**config.mk**
```make
export PLATFORM = sky130hd
export DESIGN_NAME = modbus_rtu_response_parser_flat
export DESIGN_NICKNAME = d
export VERILOG_FILES = /design/src/rtl/core/mbrtu_pkg.sv /design/src/rtl/core/mbrtu_if.sv /design/src/rtl/core/modbus_rtu_response_parser.sv /design/src/flat_wrapper.sv
export SDC_FILE = /design/constraint.sdc
export NUM_CORES = 1
export LEC_CHECK = 0
export BUFFER_PORTS_ARGS = -buffer_cell sky130_fd_sc_hd__buf_2
export CAP_MARGIN = 10
export CORE_MARGIN = 4
export CORE_UTILIZATION = 50
export CTS_CLUSTER_DIAMETER = 120
export DETAILED_ROUTE_END_ITERATION = 8
export GPL_ROUTABILITY_DRIVEN = 0
export PLACE_DENSITY = 0.72
export SLEW_MARGIN = 20
export SYNTH_ARGS = -nofsm -noshare
export SYNTH_HDL_FRONTEND = slang
export SYNTH_SLANG_ARGS = --single-unit
```
**constraint.sdc**
```tcl
create_clock -name clk -period 5 [get_ports clk]
set_clock_uncertainty 0.1 [all_clocks]
set_input_delay 0.75 -clock clk [delete_from_list [all_inputs] [get_ports clk]]
set_output_delay 0.75 -clock clk [all_outputs]
set_load 0.01 [all_outputs]
```
**src/rtl/core/mbrtu_pkg.sv**
```systemverilog
// Shared types, codes and the CRC-16 byte update for the Modbus RTU response parser.
`default_nettype none
package mbrtu_pkg;

  localparam int unsigned CW = 12;  // width of length and count arithmetic

  typedef logic [7:0]  byte_t;
  typedef logic [1:0]  kind_t;
  typedef logic [1:0]  status_t;
  typedef logic [2:0]  func_t;
  typedef logic [10:0] count_t;
  typedef logic [15:0] crc_t;
  typedef logic        cfg_idx_t;

  localparam kind_t KIND_REG    = 2'd0;
  localparam kind_t KIND_BITS   = 2'd1;
  localparam kind_t KIND_STATUS = 2'd2;

  localparam status_t ST_OK       = 2'd0;
  localparam status_t ST_BAD_LEN  = 2'd1;
  localparam status_t ST_CRC_ERR  = 2'd2;
  localparam status_t ST_BAD_FUNC = 2'd3;

  localparam func_t FUNC_COILS    = 3'd1;
  localparam func_t FUNC_DISCRETE = 3'd2;
  localparam func_t FUNC_HOLDING  = 3'd3;
  localparam func_t FUNC_INPUT    = 3'd4;

  localparam cfg_idx_t CFG_EXPECTED_FUNCTION = 1'b0;
  localparam cfg_idx_t CFG_REQUESTED_COUNT   = 1'b1;

  localparam crc_t CRC_INIT = 16'hFFFF;
  localparam crc_t CRC_POLY = 16'hA001;

  localparam func_t  EXPECTED_FUNCTION_RST = FUNC_HOLDING;
  localparam count_t REQUESTED_COUNT_RST   = 11'd1;

  function automatic crc_t crc16_byte(input crc_t crc_in, input byte_t b);
    crc_t c;
    c = crc_in ^ {8'h00, b};
    for (int i = 0; i < 8; i++) begin
      if (c[0]) begin
        c = (c >> 1) ^ CRC_POLY;
      end else begin
        c = c >> 1;
      end
    end
    return c;
  endfunction

endpackage
`default_nettype wire

```
**src/rtl/core/mbrtu_if.sv**
```systemverilog
// Valid/ready channel interfaces for frame bytes, results and register writes.
`default_nettype none
interface mbrtu_in_if;
  import mbrtu_pkg::*;
  logic  valid;
  logic  ready;
  byte_t byte_value;
  logic  frame_end;
  modport source (output valid, output byte_value, output frame_end, input ready);
  modport sink   (input valid, input byte_value, input frame_end, output ready);
endinterface

interface mbrtu_out_if;
  import mbrtu_pkg::*;
  logic        valid;
  logic        ready;
  kind_t       result_kind;
  logic [15:0] data_value;
  status_t     frame_status;
  logic        last;
  modport source (output valid, output result_kind, output data_value,
                  output frame_status, output last, input ready);
  modport sink   (input valid, input result_kind, input data_value,
                  input frame_status, input last, output ready);
endinterface

interface mbrtu_cfg_if;
  import mbrtu_pkg::*;
  logic     valid;
  logic     ready;
  cfg_idx_t index;
  count_t   data;
  modport source (output valid, output index, output data, input ready);
  modport sink   (input valid, input index, input data, output ready);
endinterface
`default_nettype wire

```
**src/rtl/core/modbus_rtu_response_parser.sv**
```systemverilog
// Modbus RTU read-response parser: running CRC-16, payload unpacking, frame status.
//
//   channel  | dir | carries
//   ---------+-----+---------------------------------------------------------
//   in_ch    | in  | byte_value, frame_end: one frame byte per transfer
//   out_ch   | out | result_kind, data_value, frame_status, last
//   cfg_ch   | in  | index, data: expected_function (0), requested_count (1)
//
// One byte per cycle unless a held result stalls the input: a byte is captured in
// the input register, then its result (if any) lands in the output register.
// The CRC update and parse logic between the two registers set the cycle.
// rst_n (synchronous) restores frame state and register defaults.
// A held result only stalls the input when the byte in the input register also has a result.
`default_nettype none
module modbus_rtu_response_parser
  import mbrtu_pkg::*;
#(
  parameter int unsigned MAX_FRAME_BYTES = 256
) (
  input  wire         clk,
  input  wire         rst_n,
  mbrtu_in_if.sink    in_ch,
  mbrtu_out_if.source out_ch,
  mbrtu_cfg_if.sink   cfg_ch
);

  localparam int unsigned PW = $clog2(MAX_FRAME_BYTES + 1);

  // configuration
  func_t  exp_func_r;
  count_t req_count_r;

  // input register
  logic  s1_valid_r;
  byte_t s1_byte_r;
  logic  s1_end_r;

  // frame state
  crc_t          crc_r, crc_nxt;
  logic [PW-1:0] pos_r, pos_nxt;
  byte_t         func_r, func_nxt;
  byte_t         plen_r, plen_nxt;
  byte_t         hold_r, hold_nxt;

  // result register
  logic        out_valid_r;
  kind_t       out_kind_r;
  logic [15:0] out_data_r;
  status_t     out_status_r;
  logic        out_last_r;

  logic        res_vld;
  kind_t       res_kind;
  logic [15:0] res_data;
  status_t     res_status;
  logic        s1_adv;

  logic [CW-1:0] pos_ext, plen_ext, rc_ext, need, d, first, left;
  logic          in_limit, is_reg, is_bit, bad_len;
  byte_t         mask;

  assign s1_adv      = s1_valid_r && (!res_vld || !out_valid_r || out_ch.ready);
  assign in_ch.ready = !s1_valid_r || s1_adv;
  assign cfg_ch.ready = 1'b1;

  assign out_ch.valid        = out_valid_r;
  assign out_ch.result_kind  = out_kind_r;
  assign out_ch.data_value   = out_data_r;
  assign out_ch.frame_status = out_status_r;
  assign out_ch.last         = out_last_r;

  always_comb begin
    pos_ext  = CW'(pos_r);
    plen_ext = CW'(plen_r);
    rc_ext   = CW'(req_count_r);
    in_limit = pos_ext < CW'(MAX_FRAME_BYTES);
    is_reg   = (exp_func_r == FUNC_HOLDING) || (exp_func_r == FUNC_INPUT);
    is_bit   = (exp_func_r == FUNC_COILS) || (exp_func_r == FUNC_DISCRETE);

    if (is_reg) begin
      need = {rc_ext[CW-2:0], 1'b0};
    end else if (is_bit) begin
      need = (rc_ext + CW'(7)) >> 3;
    end else begin
      need = '0;
    end
    bad_len = !in_limit || (pos_ext + CW'(1) < CW'(5)) ||
              (pos_ext + CW'(1) != plen_ext + CW'(5)) || (plen_ext < need);

    d     = pos_ext - CW'(3);
    first = {d[CW-4:0], 3'b000};
    left  = (rc_ext > first) ? rc_ext - first : '0;
    mask  = (left >= CW'(8)) ? 8'hFF : 8'((9'd1 << left[2:0]) - 9'd1);

    crc_nxt    = crc16_byte(crc_r, s1_byte_r);
    pos_nxt    = pos_r;
    func_nxt   = func_r;
    plen_nxt   = plen_r;
    hold_nxt   = hold_r;
    res_vld    = 1'b0;
    res_kind   = KIND_REG;
    res_data   = '0;
    res_status = ST_OK;

    if (s1_end_r) begin
      res_vld  = 1'b1;
      res_kind = KIND_STATUS;
      priority if (bad_len) begin
        res_status = ST_BAD_LEN;
      end else if (crc_nxt != '0) begin
        res_status = ST_CRC_ERR;
      end else if (!(is_reg || is_bit) || func_r != {5'b00000, exp_func_r}) begin
        res_status = ST_BAD_FUNC;
      end else begin
        res_status = ST_OK;
      end
      crc_nxt  = CRC_INIT;
      pos_nxt  = '0;
      func_nxt = '0;
      plen_nxt = '0;
      hold_nxt = '0;
    end else if (in_limit) begin
      pos_nxt = pos_r + PW'(1);
      if (pos_ext == CW'(1)) begin
        func_nxt = s1_byte_r;
      end else if (pos_ext == CW'(2)) begin
        plen_nxt = s1_byte_r;
      end else if (pos_ext >= CW'(3) && pos_ext < plen_ext + CW'(3) &&
                   func_r == {5'b00000, exp_func_r}) begin
        if (is_reg) begin
          if (!d[0]) begin
            hold_nxt = s1_byte_r;
          end else begin
            res_vld  = 1'b1;
            res_kind = KIND_REG;
            res_data = {hold_r, s1_byte_r};
          end
        end else if (is_bit) begin
          res_vld  = 1'b1;
          res_kind = KIND_BITS;
          res_data = {8'h00, s1_byte_r & mask};
        end
      end
    end
  end

  always_ff @(posedge clk) begin
    if (!rst_n) begin
      exp_func_r  <= EXPECTED_FUNCTION_RST;
      req_count_r <= REQUESTED_COUNT_RST;
      s1_valid_r  <= 1'b0;
      out_valid_r <= 1'b0;
      crc_r       <= CRC_INIT;
      pos_r       <= '0;
      func_r      <= '0;
      plen_r      <= '0;
      hold_r      <= '0;
    end else begin
      if (cfg_ch.valid) begin
        unique case (cfg_ch.index)
          CFG_EXPECTED_FUNCTION: exp_func_r  <= cfg_ch.data[2:0];
          CFG_REQUESTED_COUNT:   req_count_r <= cfg_ch.data;
          default: ;
        endcase
      end
      if (in_ch.valid && in_ch.ready) begin
        s1_valid_r <= 1'b1;
      end else if (s1_adv) begin
        s1_valid_r <= 1'b0;
      end
      if (s1_adv) begin
        crc_r  <= crc_nxt;
        pos_r  <= pos_nxt;
        func_r <= func_nxt;
        plen_r <= plen_nxt;
        hold_r <= hold_nxt;
      end
      if (s1_adv && res_vld) begin
        out_valid_r <= 1'b1;
      end else if (out_ch.ready) begin
        out_valid_r <= 1'b0;
      end
    end
  end

  always_ff @(posedge clk) begin
    if (in_ch.valid && in_ch.ready) begin
      s1_byte_r <= in_ch.byte_value;
      s1_end_r  <= in_ch.frame_end;
    end
    if (s1_adv && res_vld) begin
      out_kind_r   <= res_kind;
      out_data_r   <= res_data;
      out_status_r <= res_status;
      out_last_r   <= s1_end_r;
    end
  end

endmodule
`default_nettype wire
```
**src/flat_wrapper.sv**
```systemverilog
// flat-port wrapper written by rule: the top's interface ports become plain ports
module modbus_rtu_response_parser_flat import mbrtu_pkg::*;
#(
  parameter int unsigned MAX_FRAME_BYTES = 256
)
  (clk, rst_n, in_ch_valid, in_ch_byte_value, in_ch_frame_end, in_ch_ready, out_ch_valid, out_ch_result_kind, out_ch_data_value, out_ch_frame_status, out_ch_last, out_ch_ready, cfg_ch_valid, cfg_ch_index, cfg_ch_data, cfg_ch_ready);
  mbrtu_in_if in_ch_i ();
  mbrtu_out_if out_ch_i ();
  mbrtu_cfg_if cfg_ch_i ();
  input  wire clk;
  input  wire rst_n;
  input wire logic [$bits(in_ch_i.valid)-1:0] in_ch_valid;
  input wire logic [$bits(in_ch_i.byte_value)-1:0] in_ch_byte_value;
  input wire logic [$bits(in_ch_i.frame_end)-1:0] in_ch_frame_end;
  output wire logic [$bits(in_ch_i.ready)-1:0] in_ch_ready;
  output wire logic [$bits(out_ch_i.valid)-1:0] out_ch_valid;
  output wire logic [$bits(out_ch_i.result_kind)-1:0] out_ch_result_kind;
  output wire logic [$bits(out_ch_i.data_value)-1:0] out_ch_data_value;
  output wire logic [$bits(out_ch_i.frame_status)-1:0] out_ch_frame_status;
  output wire logic [$bits(out_ch_i.last)-1:0] out_ch_last;
  input wire logic [$bits(out_ch_i.ready)-1:0] out_ch_ready;
  input wire logic [$bits(cfg_ch_i.valid)-1:0] cfg_ch_valid;
  input wire logic [$bits(cfg_ch_i.index)-1:0] cfg_ch_index;
  input wire logic [$bits(cfg_ch_i.data)-1:0] cfg_ch_data;
  output wire logic [$bits(cfg_ch_i.ready)-1:0] cfg_ch_ready;
  assign in_ch_i.valid = in_ch_valid;
  assign in_ch_i.byte_value = in_ch_byte_value;
  assign in_ch_i.frame_end = in_ch_frame_end;
  assign in_ch_ready = in_ch_i.ready;
  assign out_ch_valid = out_ch_i.valid;
  assign out_ch_result_kind = out_ch_i.result_kind;
  assign out_ch_data_value = out_ch_i.data_value;
  assign out_ch_frame_status = out_ch_i.frame_status;
  assign out_ch_last = out_ch_i.last;
  assign out_ch_i.ready = out_ch_ready;
  assign cfg_ch_i.valid = cfg_ch_valid;
  assign cfg_ch_i.index = cfg_ch_index;
  assign cfg_ch_i.data = cfg_ch_data;
  assign cfg_ch_ready = cfg_ch_i.ready;
  modbus_rtu_response_parser #(.MAX_FRAME_BYTES(MAX_FRAME_BYTES)) u_core (.clk(clk), .rst_n(rst_n), .in_ch(in_ch_i), .out_ch(out_ch_i), .cfg_ch(cfg_ch_i));
endmodule
```
==> results.yml <==
layout:
  fin_cells: 815
  utilization_pct: 55.9
  syn_to_final_growth_pct: 9.16
  nets: 725
  n_fill_cell: 1011
  final_layout_size_suffix_gt1_share_pct: 13.2
  diodes: 0
timing:
  worst_slack_ns: 0.622
  fin_crit_ns: 4.38
  maxSlewHeadroom_pct: 24.8
  max_freq_ghz: 0.228
  final-setup-viol-count: 0
  hold_slack_ns: 0.375
  tns_ns: 0
  worst_pin_slew_ns: 1.12
  slew_violations: 0
  grt_setup_unrepaired: "no"
  finalHoldViolations: 0
  timing.final.crit_share_pct: 87.6
clocking:
  tritoncts: "built"
  cts_hold_buf: 0
  post-cts-setup-buffers: 0
  htreeDepth: 3
  path_clk_slew_ns: 0.07
  cts.repair.resized: 0
  clk_latency_ns: 0.34
  clockBufferDepth: 2
  cts_buffers: 9
  root_buffer: "clkbuf_16"
  clock_sinks: 95
floorplanning:
  die_x_um: 116
  core_um2: 11400
  fp-row-count: 39
  initial_core_util_pct: 51.2
  die_area_um2: 13500
  die_h_um: 116
  ios: 50
global_routing:
  grt-ovfl-total: 0
  grt_pass1_wl_um: 25100
  grt_max_degree: 55
  grt_pass1_vias: 5025
  grt_usage_pct: 23.4
  antenna_found_initial: 0
synth:
  ys_seq_area_share_pct: 37.6
  synthFlopType: "dfxtp_1"
  yosysWarnings: 0
  synth-edff-count: 30
  syn-instance-count: 648
  synth-seq-cells: 95
  avgSynthCellArea_um2: 9.03
  synthDistinctLibCells: 72
  ys_async_sr_fraction_pct: 0
  syn_area_um2: 5850
  synth_nets: 706
power_and_ir_drop:
  p_leak_nw: 2.37
  powerDensity_nw_per_um2: 279
  ir_drop_mv: 0.184
min_path:
  min-delay-start: "u_core.hold_r[6]"
  hold_class: "flip-flop to flip-flop"
critical_path:
  start_kind: "flip-flop"
  crit_start: "u_core.pos_r[0]"
  critPathRequiredTime_ns: 5.08
  arrival_ns: 4.46
  critical_path_class: "flip-flop to flip-flop"
  cp_max_fo: 15
  crit_path_end_kind: "flip-flop"
  worstReg2RegStart: "u_core.pos_r[0]"
drt:
  wirelength_um: 15500
  viasPerCell: 6.28
  drc_errors: 0
  vias: 5118
  postRouteAntennaNets: 0
  drtIter0Drc: 544
  drtPass1Iterations: 5
  wl_per_cell_um: 19.0
run_status:
  status: "complete, no violations"
place:
  portBuffers: 48
  dpl.hpwl_um: 11400
  dp_cells: 799
  pre_cts_ws_ns: 0.737
run:
  maxCapViolCount: 0
-- critical path, cell delays in order (launching register included) --
cell and delay, ns:
dfxtp_1 0.63, inv_1 0.30, ha_1 0.47, ha_1 0.34, nor2b_1 0.16, o21ai_0 0.15
a21oi_1 0.24, o221ai_1 0.23, nor2_1 0.39, nand3_1 0.16, ha_1 0.29, or4_1 0.53
a41oi_1 0.23
-- logic make-up after synthesis --
| kind of cell | after synthesis | share of synthesized area (%) |
|---|---|---|
| adders and majority gates | 32 | 6.97 |
| other | 1 | 0.0641 |
| xor gates and xnor gates | 65 | 9.97 |
| and+or+nand+nor | 225 | 19.7 |
| AOI/OAI and AO/OA | 155 | 18.7 |
| DFF | 95 | 37.6 |
| muxes | 13 | 2.25 |
| buffers and inverters | 62 | 4.73 |
-- cell type report --
| type | count | area, um2 | area share, % |
|---|---|---|---|
| well taps | 143 | 179 | 2.80 |
| flip-flops and latches | 95 | 2200 | 34.5 |
| repair buffers | 51 | 263 | 4.12 |
| clock inverters | 5 | 63.8 | 0.999 |
| clock buffers | 11 | 233 | 3.64 |
| inverters | 19 | 71.3 | 1.12 |
| multi-input cells | 491 | 3370 | 52.8 |
-- flip-flops by register name, summed over array words and instances (netlist names) --
register                    count
u_core.out_ch.result_kind       2
u_core.plen_r                   8
u_core.pos_r                    9
u_core.exp_func_r               3
u_core.out_ch.valid             1
u_core.out_ch.last              1
u_core.crc_r                   16
u_core.s1_end_r                 1
u_core.out_ch.data_value       16
u_core.s1_valid_r               1
u_core.s1_byte_r                8
u_core.req_count_r             11
u_core.out_ch.frame_status      2
u_core.func_r                   8
u_core.hold_r                   8
-- where the power goes --
| group | internal, mW | switching [mW] | total [mW] |
|---|---|---|---|
| Sequential | 0.817 | 0.0368 | 0.854 |
| Clock | 0.393 | 0.300 | 0.693 |
| Combinational | 0.0922 | 0.141 | 0.233 |
-- path summary, 6_finish.rpt --
| check | endpoint | slack [ns] | cells past startpoint |
|---|---|---|---|
| max | u_core.out_ch.data_value[6] | 0.62 | 12 |
| min | u_core.hold_r[6] | 0.38 | 1 |
| min reg2reg | u_core.hold_r[6] | 0.38 | 1 |
| max reg2reg | u_core.out_ch.data_value[6] | 0.62 | 12 |
-- synthesized netlist by cell type (7+ instances only) --
master,number,area (um2)
a21oi_1,46,230
a21oi_2,9,78.8
a22o_1,7,61.3
a22oi_1,8,60.1
a32o_1,7,70.1
and2_1,12,75.1
clkbuf_1,32,120
dfxtp_1,65,1300
edfxtp_1,30,901
ha_1,31,388
inv_1,19,71.3
mux2i_1,12,120
nand2_1,68,255
nand3_1,26,130
nand4_1,8,50.1
nor2_1,33,124
nor3_1,23,115
nor4_1,7,43.8
o21ai_0,10,50.1
o21ai_1,17,85.1
xnor2_1,43,377
xor2_1,21,184
-- metal layers --
layer  track usage (%)  wire [um]
met3              4.09       1020
met2              39.5       7550
met5                 0          0
met4              7.19        370
met1              30.9       6570
-- through the flow --
step	power [mW]	area, um2
floorplan	1.03	5850
global placement	1.09	6090
detailed placement	1.10	6090
CTS	1.78	6380
global route	1.84	6380
finish	1.78	6380
-- placed cells by master (no fill, tap or decap), types with 17 or more instances in the layout --
cell type,n
a21oi_1,46
buf_2,48
dfxtp_1,65
edfxtp_1,30
ha_1,31
inv_1,19
nand2_1,68
nand3_1,26
nor2_1,32
nor3_1,23
o21ai_1,17
xnor2_1,43
xor2_1,21
No activity file was read; power rests on OpenSTA's default activity.
